--- src/rtl/core/address_lease_pool_allocator_defines.svh ---
// assertion macros for the lease pool allocator
`ifndef ADDRESS_LEASE_POOL_ALLOCATOR_DEFINES_SVH
`define ADDRESS_LEASE_POOL_ALLOCATOR_DEFINES_SVH

`ifndef SYNTH
`define ALPA_ASSERT_IMPLY(label, clk, rst_n, a, b) \
    label: assert property (@(posedge clk) disable iff (!(rst_n)) (a) |-> (b)) \
        else $error("alpa assertion failed");
`define ALPA_ASSERT_NEXT(label, clk, rst_n, a, b) \
    label: assert property (@(posedge clk) disable iff (!(rst_n)) (a) |=> (b)) \
        else $error("alpa assertion failed");
`else
`define ALPA_ASSERT_IMPLY(label, clk, rst_n, a, b)
`define ALPA_ASSERT_NEXT(label, clk, rst_n, a, b)
`endif

`endif

--- src/rtl/core/alpa_ram.sv ---
module alpa_ram #(
    parameter int WIDTH = 8,
    parameter int DEPTH = 64
) (
    input  logic                     aclk,
    input  logic                     we,
    input  logic [$clog2(DEPTH)-1:0] waddr,
    input  logic [WIDTH-1:0]         wdata,
    input  logic [$clog2(DEPTH)-1:0] raddr,
    output logic [WIDTH-1:0]         rdata
);

    logic [WIDTH-1:0] mem [DEPTH];
    logic [WIDTH-1:0] rdata_reg;

    always_ff @(posedge aclk) begin
        if (we) begin
            mem[waddr] <= wdata;
        end
        rdata_reg <= mem[raddr];
    end

    assign rdata = rdata_reg;

endmodule

--- config.mk ---
export PLATFORM = sky130hd
export DESIGN_NAME = alpa_ram
export DESIGN_NICKNAME = d
export VERILOG_FILES = /design/src/rtl/core/address_lease_pool_allocator_defines.svh /design/src/rtl/core/alpa_ram.sv
export SDC_FILE = /design/constraint.sdc
export NUM_CORES = 1
export LEC_CHECK = 0
export CORE_MARGIN = 8
export CORE_UTILIZATION = 23
export DETAILED_ROUTE_END_ITERATION = 8
export DONT_BUFFER_PORTS = 1
export GPL_TIMING_DRIVEN = 0
export HOLD_SLACK_MARGIN = 0.08
export REMOVE_ABC_BUFFERS = 1
export SYNTH_ARGS = -nofsm -noshare
export SYNTH_HDL_FRONTEND = slang
export SYNTH_SLANG_ARGS = --single-unit
--- constraint.sdc ---
create_clock -name aclk -period 5.1 [get_ports aclk]
set_input_delay 1.02 -clock aclk [delete_from_list [all_inputs] [get_ports aclk]]
set_output_delay 1.02 -clock aclk [all_outputs]
set_load 0.02 [all_outputs]
**After elaboration in Yosys (flattened, before gate mapping)**

Memories as Yosys holds them, arrays and structs flattened. A register that Yosys moved wholly into a read port is not among the register bits.
Cells that the tools add are included.

- Muxes and demuxes: 2

Operators with widths:

| cell | count |
|---|---|
| $mux 1 | 2 |

- Register bits: 0
- RAM bits: 512
- Output and inout bits: 8
- Word-level logic and storage cells: 3
- Memories: 1

Memory list:

| name | depth | width | rd ports | clocked after memory_dff | wr ports | line | text |
|---|---|---|---|---|---|---|---|
| mem | 64 | 8 | 1 | 1 | 1 | alpa_ram.sv:13 | `logic [WIDTH-1:0] mem [DEPTH];` |

**Depth between registers and ports, before layout**

Gate-level depths: netlist of run 1.

- Word-level depth: 2
- Depth in mapped cells: 9
- Depth with buffers taken out: 5

**Worst setup path before layout of run 1**

Ideal clock, no wire load.

- Path kind: in2reg
- From: in raddr[1]
- To: reg rdata_reg[3], in the netlist rdata[3], read port of mem
- Setup time: 0.128 ns
- Arrival time: 2.560 ns
- Path slack: 2.412 ns
- Stages on the path: 7
- Buffers on the path: 3
- Path through: buf_4 -> buf_2 -> buf_2 -> mux4_2 -> mux4_2 -> o21ai_1 -> o41ai_1

RTL lines:

| element | line | text |
|---|---|---|
| from (decl) | alpa_ram.sv:9 | `input logic [$clog2(DEPTH)-1:0] raddr,` |
| to (decl) | alpa_ram.sv:14 | `logic [WIDTH-1:0] rdata_reg;` |

==> results of run 1 <==
==> power breakdown <==
| group | switching, W | internal [W] |
|---|---|---|
| Combinational | 0.000111 | 0.000138 |
| Clock | 0.00156 | 0.00227 |
| Sequential | 0.0000243 | 0.00473 |
==> per-layer routing <==
metal	part of all wire	routed length, um
met3	0.084	3710
met4	0.025	1120
met2	0.47	21000
met5	0	0
met1	0.42	18500
==> cells in the final DEF, fill, tap and decap left out, types with 2 or more instances in the layout <==
cell / instances
nand2_1: 19
o32ai_1: 2
nor3_1: 6
a2111oi_0: 2
clkinv_2: 6
clkbuf_1: 16
o21a_1: 2
o2bb2ai_1: 3
a211oi_1: 4
nor2_1: 83
o21ai_1: 2
o2111ai_1: 3
bufinv_16: 6
mux2_2: 13
clkinv_1: 11
nor4_1: 2
dfxtp_1: 8
inv_6: 2
edfxtp_1: 512
o22ai_1: 8
mux4_2: 126
nand4_1: 2
o221a_2: 2
o41ai_1: 2
o221ai_1: 8
a21oi_1: 3
mux2i_1: 23
clkbuf_16: 55
o21ai_0: 2
nand2b_1: 7
nand3_1: 13
nor2b_1: 14
a22oi_1: 3
a221oi_1: 6
nand3b_1: 3
==> per-stage QoR <==
step / hold WS (ps) / std cells / total power, W / utilization
after floorplan: 708 / 889 / 0.00502 / -
after global placement: 975 / 2044 / 0.00509 / 0.245
after detailed placement: 985 / 2044 / 0.00509 / 0.245
after CTS: 500 / 2141 / 0.00890 / 0.265
after global routing: 506 / 2142 / 0.00907 / 0.265
final: 531 / 2143 / 0.00883 / 0.265
==> kinds of logic (layout without fill, tap and decap cells) <==
family | after synthesis | count (layout) | synth area share
muxes | 162 | 162 | 0.159
and+or+nand+nor | 153 | 153 | 0.0339
DFF | 520 | 520 | 0.770
AOI/OAI and AO/OA | 54 | 54 | 0.0207
other | 0 | 1 | 0
buffers and inverters | 51 | 98 | 0.0157
==> how the worst max path moves through the flow <==
stage / startpoint / to / slack (ps) / cells after the start
6_report: raddr[0] / rdata[6] / 2060 / 5
5_1_grt: raddr[0] / rdata[4] / 2190 / 5
4_1_cts: raddr[0] / rdata[4] / 2400 / 5
3_5_place_dp: raddr[0] / rdata[4] / 1790 / 5
3_3_place_gp: raddr[0] / rdata[4] / 1790 / 5
2_1_floorplan: raddr[0] / rdata[4] / 2720 / 5
==> cell type report <==
cell class | count | area, um2 | share of cell area
Antenna cell | 1 | 2.50 | 0.000109
Sequential cell | 520 | 15500 | 0.675
Timing Repair Buffer | 1 | 5.00 | 0.000217
Tap cell | 1155 | 1450 | 0.0628
Multi-Input combinational cell | 369 | 4320 | 0.188
Clock inverter | 26 | 277 | 0.0120
Clock buffer | 71 | 1440 | 0.0624
==> metrics.md, run 1 <==
| Metric | Value |
|---|---|
| Status | `completed` |
| Static Leak | `roughly 6.8 nW` |
| Post-route antenna net violation count | `0` |
| Mean Syn Cell Area | `roughly 21 um2` |
| Synth Register Bits | `520` |
| Post-synth top area share | `0.762` |
| Final hold violations | `0` |
| GRT Overall Usage | `0.0883` |
| PwrDens | `384 mW/mm2` |
| Mapped Cells | `940` |
| Worst Path Max Fanout | `137` |
| Die area | `between 0.09 and 0.1 mm2` |
| R2R cell count | `5` |
| Core area | `a little under 0.09 mm2` |
| Setup violations, final | `0` |
| Root Buffer Master | `clkbuf_16` |
| CP arrival | `approximately 3400 ps` |
| Post-synth top flop | `edfxtp_1` |
| Mapped cell area | `a little over 0.02 mm2` |
| Detailed-route DRC error count | `0` |
| Final Max Slew Viols | `0` |
| PortBufs | `0` |
| Die width | `312 um` |
| Post-synth ARST share | `0` |
| RSZ-0062 raised after global routing | `no` |
| Number of flip-flops in the largest register | `between 500 and 600` |
| Fin Setup TNS | `0 ps` |
| Number of synthesized flops with an enable pin | `around 500` |
| First DRT Iteration DRCs | `slightly below 900` |
| Clock Sinks | `520` |
| Overall via count from detail_route | `around 9000` |
| R2r endpoint | `rdata[6]` |
| Kind of critical path | `primary input to register` |
| Seq/Total Area, Yosys | `0.770` |
| Slew @ Worst Pin | `around 1000 ps` |
| Routed vias/inst | `4.29` |
| Crit path time final | `3040 ps` |
| Synth area leader | `edfxtp_1` |
| Min-delay src | `wdata[1]` |
| VDD IR max | `about 0.28 mV` |
| DR pass1 iterations | `5` |
| Initial antenna violation count | `0` |
| Commonest cells post-synth | `edfxtp_1 (512), mux4_2 (126), nor2_1 (83)` |
| CTS buffer count | `53` |
| Total Wirelength | `44300 um` |
| Reg-to-reg slack, setup | `between 2000 and 3000 ps` |
| Synth warnings | `0` |
| Critical-path top delay cell | `mux4_2` |
| Cell variety after synth | `40` |
| Total gr overflow | `0` |
| Dpl hpwl | `25200 um` |
| Type of destination of the critical path | `register` |
| CTS tree | `done` |
| Final Cycle Share | `0.596` |
| I/O pins | `30` |
| Clk_lat worst skew | `a little under 600 ps` |
| Largest net degree at the start of global routing | `roughly 140` |
| Hold path depth | `0` |
| Area grow syn2layout | `14.2%` |
| CTS resizes | `0` |
| Met2 Usage GRT | `0.142` |
| # rows | `approximately 110` |
| Top delay family on crit path | `multiplexers` |
| Hold Path Class | `primary input to register` |
| Clock skew | `between 20 and 25 ps` |
| Layout cells sized above 1 | `0.216` |
| Worst slew margin | `0.311` |
| Average wire per standard cell | `around 21 um` |
| Vias in the first global route | `between 9000 and 10000` |
| CP required | `5470 ps` |
| GP Congestion | `0.734` |
| Final net count | `between 900 and 1000` |
| M1 GR Usage | `0.117` |
| Final setup margin | `just over 2000 ps` |
| GR peak layer | `met2` |
| CTS HTree Levels | `2` |
| Area contributors post-synth | `edfxtp_1 (76%), mux4_2 (14%), nor2_1 (1.5%)` |
| Placement Cell Area | `about 0.021 mm2` |
| Most frequent cell after synthesis | `edfxtp_1` |
| Initial core utilization | `0.232` |
| Post-CTS Repair Setup Buffers | `0` |
| Startpoint types | `primary input` |
| CTS Hold Bufs | `0` |
| Crit-path max cell delay | `approximately 700 ps` |
| DP Worst Slack | `approximately 1800 ps` |
| Max clock buf depth | `3` |
| Fmax | `roughly 330 MHz` |
| Post-route cell area | `~0.023 mm2` |
| Global routing usage on met3 | `0.0209` |
| Hold path endpoint | `mem[51][1]` |
| Critical Path, Cell by Cell | `mux4_2, mux2_2, o221a_2, nor3_1, o32ai_1` |
| CTS clock-pin slew for the worst setup and hold paths | `roughly 60 ps` |
| Fillers | `around 8600` |
| Crit Reg-Reg Startpoint | `mem[24][6]` |
| Die Ht | `312 um` |
| CP Buf/Inv Count | `0` |
| Max Cap Viol | `0` |
| First-pass GRT wire length | `around 65000 um` |
Power figures use the tool's default switching activity.
==> inputs of run 2 (changes only) <==
--- a/config.mk
+++ b/config.mk
@@ -5,6 +5,7 @@
 export SDC_FILE = /design/constraint.sdc
 export NUM_CORES = 1
 export LEC_CHECK = 0
+export ABC_AREA = 1
 export CORE_MARGIN = 8
 export CORE_UTILIZATION = 23
 export DETAILED_ROUTE_END_ITERATION = 8
==> constraint.sdc (replaced) <==
create_clock -name aclk -period 3 [get_ports aclk]
set_input_delay 0.6 -clock aclk [delete_from_list [all_inputs] [get_ports aclk]]
set_output_delay 0.6 -clock aclk [all_outputs]
set_load 0.02 [all_outputs]
==> run 2 against run 1 <==
The flow now finishes with violations (negative setup slack). Critical path type unchanged. Largest cell class unchanged. Via count up 43%. Combinational power increased by 150%. Synthesized cell count rose by 92%. Synthesized area rose by 5.8%. Critical endpoint is now rdata[0]. Sequential cell count stayed put. Critical path depth rose by 5. Power up 68%. Worst setup slack worse by 2300 ps. Global-route usage rose by 1.1 points. Final area is 4.0% higher.
==> metrics.md, run 2 <==
| Metric | Value |
|---|---|
| CTS Hold Bufs | `5` |
| First-pass GRT wire length | `79000 um` |
| Average wire per standard cell | `roughly 17 um` |
| Most frequent cell after synthesis | `nand2_1` |
| Final Max Slew Viols | `0` |
| Critical-path top delay cell | `inv_12` |
| Crit path time final | `approximately 3200 ps` |
| Post-CTS Repair Setup Buffers | `0` |
| Final Cycle Share | `1.08` |
| PortBufs | `0` |
| GRT Overall Usage | `0.0991` |
| Post-synth top area share | `0.720` |
| Most frequent cells in the layout | `nand2_1 (648), edfxtp_1 (512), nand3_1 (439)` |
| Synth Register Bits | `520` |
| Setup violations, final | `8` |
| Number of flip-flops in the largest register | `around 510` |
| # rows | `111` |
| CTS clock-pin slew for the worst setup and hold paths | `roughly 60 ps` |
| Commonest non-fill, non-tap cell in the layout | `nand2_1` |
| Worst slew margin | `0.129` |
| PwrDens | `622 mW/mm2` |
| Core area | `~0.09 mm2` |
| Startpoint types | `primary input` |
| Switching power | `~0.0031 W` |
| Clock power frac | `0.415` |
| Register area | `roughly 0.016 mm2` |
| Post-route antenna net violation count | `0` |
| Logic pwr share | `0.042` |
| Max Cap Viol | `0` |
| Area grow syn2layout | `12.2%` |
| Synth warnings | `0` |
| Vias in the first global route | `between 10000 and 15000` |
| Max clock buf depth | `3` |
| Overall via count from detail_route | `13100` |
| Clock Sinks | `520` |
| Detailed-route DRC error count | `0` |
| Initial core utilization | `0.232` |
| Internal power | `0.0118 W` |
| I/O pins | `30` |
| DR pass1 iterations | `5` |
| Dpl hpwl | `about 27000 um` |
| Inst Count DP | `2945` |
| Total power | `around 0.015 W` |
| CTS buffer count | `between 50 and 60` |
| Initial antenna violation count | `0` |
| Reg power frac | `0.543` |
| Number of synthesized flops with an enable pin | `512` |
| GP Congestion | `about 0.76` |
| RSZ-0062 raised after global routing | `no` |
| Post-synth ARST share | `0` |
| Synth area leader | `edfxtp_1` |
| Status | `complete, but fails checks` |
| Die area | `0.103 mm2` |
| Slew @ Worst Pin | `roughly 1300 ps` |
| Switch share | `0.209` |
| Fmax | `just over 300 MHz` |
| Post-synth top flop | `edfxtp_1` |
| Diodes inserted | `0` |
| Mean Syn Cell Area | `about 12 um2` |
| Die Ht | `between 300 and 400 um` |
| CP required | `roughly 3500 ps` |
| Layout cells sized above 1 | `0.0527` |
| Routed vias/inst | `roughly 4.3` |
| Hold Path Class | `primary input to register` |
| Top delay family on crit path | `buffers and inverters` |
| Crit-path max cell delay | `approximately 900 ps` |
| Largest net degree at the start of global routing | `~260` |
| VDD IR max | `0.510 mV` |
| Area contributors post-synth | `edfxtp_1 (72%), nand2_1 (11%), nand3_1 (10%)` |
| CTS HTree Levels | `2` |
| Critical Path, Cell by Cell | `inv_12, buf_16, nand2_1, nand3_1, nand3_1, nand2_1, nand2_1, nand3_1, nand3_1, nand2_1` |
| Cell variety after synth | `16` |
| Worst Path Max Fanout | `approximately 260` |
| Multi-input gate area | `between 0.004 and 0.005 mm2` |
| Clock skew | `approximately 24 ps` |
| Failing checks | `negative setup slack` |
| CP Buf/Inv Count | `2` |
| Commonest cells post-synth | `nand2_1 (648), edfxtp_1 (512), nand3_1 (439)` |
| Total gr overflow | `0` |
| Die width | `between 300 and 400 um` |
| Fillers | `9508` |
| CTS resizes | `0` |
| Mapped Cells | `roughly 1800` |
| CP arrival | `between 3000 and 4000 ps` |
| Final net count | `1783` |
| Final hold violations | `0` |
| Static Leak | `8.14 nW` |
| First DRT Iteration DRCs | `around 1300` |
| Mapped cell area | `~0.021 mm2` |
| Layout Cells excl Fill | `roughly 3000` |
| Root Buffer Master | `clkbuf_16` |
| Clk_lat worst skew | `between 500 and 600 ps` |
| Seq/Total Area, Yosys | `0.728` |
| Final setup margin | `-233 ps` |
| Type of destination of the critical path | `register` |
| Kind of critical path | `primary input to register` |
| Total Wirelength | `roughly 53000 um` |
| CTS tree | `done` |
==> run 2: changes by cell type after synthesis, sizes merged, moves of 13 or more <==
cell,previous run,this run
mux2i,23,0
nand2,19,648
nand3,13,439
mux4,126,0
buf,34,98
mux2,13,0
nor2,83,56
nor2b,14,0
==> run 2: worst register-to-register path, delay by kind of cell, from the launching register on <==
| family | cells | cell delay (ps) |
|---|---|---|
| and+or+nand+nor | 8 | 1080 |
| DFF | 1 | 320 |
==> run 2: kinds of logic after synthesis <==
kind of cell / after synthesis / synth area share
AND/OR/NAND/NOR: 1160 / 0.232
flip-flops: 520 / 0.728
buffers and inverters: 125 / 0.0402
==> run 2: layout make-up <==
type / instances / area share
Sequential cell: 520 / 0.649
Timing Repair Buffer: 15 / 0.00690
Clock buffer: 81 / 0.0631
Multi-Input combinational cell: 1160 / 0.209
Inverter: 12 / 0.00272
Tap cell: 1243 / 0.0650
Clock inverter: 13 / 0.00444
==> run 2: power groups by stage <==
stage	Combinational (W)	Clock, W	Sequential, W
4_1_cts	0.000619	0.00628	0.00808
3_3_place_gp	0.000603	0	0.00824
3_5_place_dp	0.000602	0	0.00824
5_1_grt	0.000689	0.00655	0.00808
6_report	0.000620	0.00618	0.00808
2_1_floorplan	0.000406	0	0.00823
==> run 2: per-stage QoR <==
| stage | hold slack, ps | area [um2] | util | setup slack, ps | TNS, ps |
|---|---|---|---|---|---|
| 3_5_place_dp | 707 | 22300 | 0.243 | 46.4 | 0 |
| 5_1_grt | 87.1 | 23900 | 0.261 | 510 | 0 |
| 4_1_cts | 80.8 | 23900 | 0.261 | 662 | 0 |
| 2_1_floorplan | 699 | 20500 | - | -117 | -872 |
| 3_3_place_gp | 706 | 22100 | 0.241 | -2730 | -21330 |
| 6_report | 116 | 23900 | 0.261 | -233 | -971 |
==> run 2: path summary, 6_finish.rpt <==
kind / cells past startpoint / slack [ps] / from / endpoint
setup / recovery: 10 / -230 / raddr[0] / rdata[0]
hold / removal: 0 / 120 / wdata[2] / mem[10][2]
setup reg to reg: 8 / 1530 / mem[3][2] / rdata[2]
hold reg to reg: 8 / 870 / mem[36][1] / rdata[1]
==> run 2: layer usage <==
layer,share of wire,up-vias,GRT usage
li1,-,6263,-
met4,0.030,0,0.0340
met2,0.48,400,0.166
met3,0.063,91,0.0159
met5,0,-,0
met1,0.42,6366,0.130
==> inputs of run 3 (changes only) <==
--- a/config.mk
+++ b/config.mk
@@ -12,6 +12,7 @@
 export DONT_BUFFER_PORTS = 1
 export GPL_TIMING_DRIVEN = 0
 export HOLD_SLACK_MARGIN = 0.08
+export PLACE_DENSITY = 0.42
 export REMOVE_ABC_BUFFERS = 1
 export SYNTH_ARGS = -nofsm -noshare
 export SYNTH_HDL_FRONTEND = slang
==> run 3 against run 2 <==
The run now ends clean. Via count rose by 1.1%. Clock skew fell by 2.8 ps. Register-to-register slack got worse by 20 ps. Die area did not move. Combinational power rose by 22%. Hold slack improved by 28 ps. Sequential cell count did not move. Power rose by 6.2%. Wire length rose by 12%. Largest power group unchanged.
==> metrics.md, run 3 (synthesis gave the netlist of run 2 again) <==
| Metric | Value |
|---|---|
| Core area | `slightly above 0.09 mm2` |
| Number of flip-flops in the largest register | `between 500 and 600` |
| First-pass GRT wire length | `86200 um` |
| Clock power frac | `0.441` |
| # rows | `around 110` |
| First DRT Iteration DRCs | `slightly below 1000` |
| Hold slack | `144 ps` |
| Area grow syn2layout | `14.4%` |
| Met3 wire len | `roughly 3400 um` |
| Final net count | `approximately 1800` |
| Fmax | `about 410 MHz` |
| CTS tree | `done` |
| Reg power frac | `0.511` |
| Max Cap Viol | `0` |
| Final setup margin | `576 ps` |
| Initial core utilization | `0.232` |
| Type of destination of the critical path | `register` |
| Slew @ Worst Pin | `approximately 1100 ps` |
| Die area | `a little over 0.1 mm2` |
| Met2 WL post-DR | `between 20000 and 30000 um` |
| Post-CTS Repair Setup Buffers | `0` |
| Post-route antenna net violation count | `0` |
| CP arrival | `around 2700 ps` |
| Commonest non-fill, non-tap cell in the layout | `nand2_1` |
| RSZ-0062 raised after global routing | `no` |
| Final hold violations | `0` |
| Vias in the first global route | `12900` |
| Overall via count from detail_route | `13300` |
| Switching power | `around 0.0034 W` |
| Clk_lat worst skew | `around 610 ps` |
| Hold Path Class | `primary input to register` |
| PwrDens | `647 mW/mm2` |
| Multi-input gate area | `roughly 0.0050 mm2` |
| Clock Sinks | `between 500 and 600` |
| Final Cycle Share | `0.808` |
| Placement Cell Area | `approximately 0.022 mm2` |
| I/O pins | `30` |
| GP Congestion | `about 0.74` |
| Critical Path, Cell by Cell | `inv_1, nand4_1, nor2_1` |
| Total Wirelength | `59200 um` |
| Max clock buf depth | `3` |
| Worst slew margin | `0.267` |
| Register area | `approximately 0.016 mm2` |
| Die width | `321 um` |
| Startpoint types | `primary input` |
| VDD IR max | `around 0.42 mV` |
| Largest net degree at the start of global routing | `roughly 260` |
| CTS resizes | `0` |
| CTS Hold Bufs | `19` |
| Average wire per standard cell | `around 19 um` |
| DR pass1 iterations | `5` |
| GRT Overall Usage | `0.112` |
| Fin Setup TNS | `0 ps` |
| Fillers | `between 9000 and 10000` |
| Post-route cell area | `between 0.02 and 0.025 mm2` |
| Crit-path max cell delay | `between 1000 and 1500 ps` |
| Critical-path top delay cell | `nor2_1` |
| Kind of critical path | `primary input to register` |
| Setup violations, final | `0` |
| CTS buffer count | `56` |
| DP Worst Slack | `-101 ps` |
| CTS HTree Levels | `2` |
| CTS clock-pin slew for the worst setup and hold paths | `60 ps` |
| Most frequent cells in the layout | `nand2_1 (648), edfxtp_1 (512), nand3_1 (439)` |
| CP required | `approximately 3200 ps` |
| Root Buffer Master | `clkbuf_16` |
| Max layer used | `met4` |
| Status | `completed` |
| Initial antenna violation count | `4` |
| Routed vias/inst | `between 4 and 5` |
| Logic pwr share | `0.048` |
| Static Leak | `8.37 nW` |
| Internal power | `between 0.01 and 0.015 W` |
| Final Max Slew Viols | `0` |
| PortBufs | `0` |
| Switch share | `0.214` |
| Total gr overflow | `0` |
| Layout cells sized above 1 | `0.0608` |
| Dpl hpwl | `roughly 30000 um` |
| Worst Path Max Fanout | `9` |
| Crit path time final | `around 2400 ps` |
| Die Ht | `about 320 um` |
| Clock skew | `approximately 21 ps` |
| Detailed-route DRC error count | `0` |
| Wl on met1 | `about 27000 um` |
run 3: changes by cell type in the layout (fill, tap and decap cells not counted), moves of 7 or more:
cell           delta
clkbuf_8         -10
clkinv_2          +7
bufinv_16         +7
dlygate4sd3_1     +8
run 3: worst max-delay path: cells and delay by family:
kind	cells	cell delay, ps
AND/OR/NAND/NOR	2	1810
buffers and inverters	1	220
run 3: path summary, 6_finish.rpt:
| path | from | endpoint | slack (ps) | depth (start not counted) |
|---|---|---|---|---|
| min reg2reg | mem[40][4] | rdata[4] | 900 | 8 |
| max reg2reg | mem[18][5] | rdata[5] | 1510 | 8 |
| max | waddr[0] | mem[12][4] | 580 | 3 |
| min | wdata[3] | mem[14][3] | 140 | 0 |
run 3: routing by layer:
layer / GRT usage / vias up
met5: 0 / -
met4: 0.0352 / 0
met1: 0.151 / 6596
met3: 0.0259 / 96
met2: 0.178 / 269
li1: - / 6307
run 3: layout make-up:
cell class,instances,share of cell area
Sequential cell,520,0.636
Multi-Input combinational cell,1160,0.205
Tap cell,1243,0.0637
Clock buffer,72,0.0607
Timing Repair Buffer,31,0.0175
Clock inverter,31,0.0147
Inverter,12,0.00261
Antenna cell,1,0.000102
run 3: power by group through the flow:
stage	Combinational (W)	Sequential (W)	Clock, W
6_report	0.000757	0.00808	0.00697
3_3_place_gp	0.000625	0.00823	0
4_1_cts	0.000771	0.00808	0.00715
3_5_place_dp	0.000621	0.00823	0
5_1_grt	0.000847	0.00808	0.00742
2_1_floorplan	0.000406	0.00823	0
run 3: through the flow:
step / instances / total power [W] / util
2_1_floorplan: 1692 / 0.00863 / -
3_3_place_gp: 2935 / 0.00886 / 0.241
5_1_grt: 3069 / 0.0164 / 0.266
6_report: 3070 / 0.0158 / 0.266
3_5_place_dp: 2945 / 0.00886 / 0.243
4_1_cts: 3067 / 0.0160 / 0.265
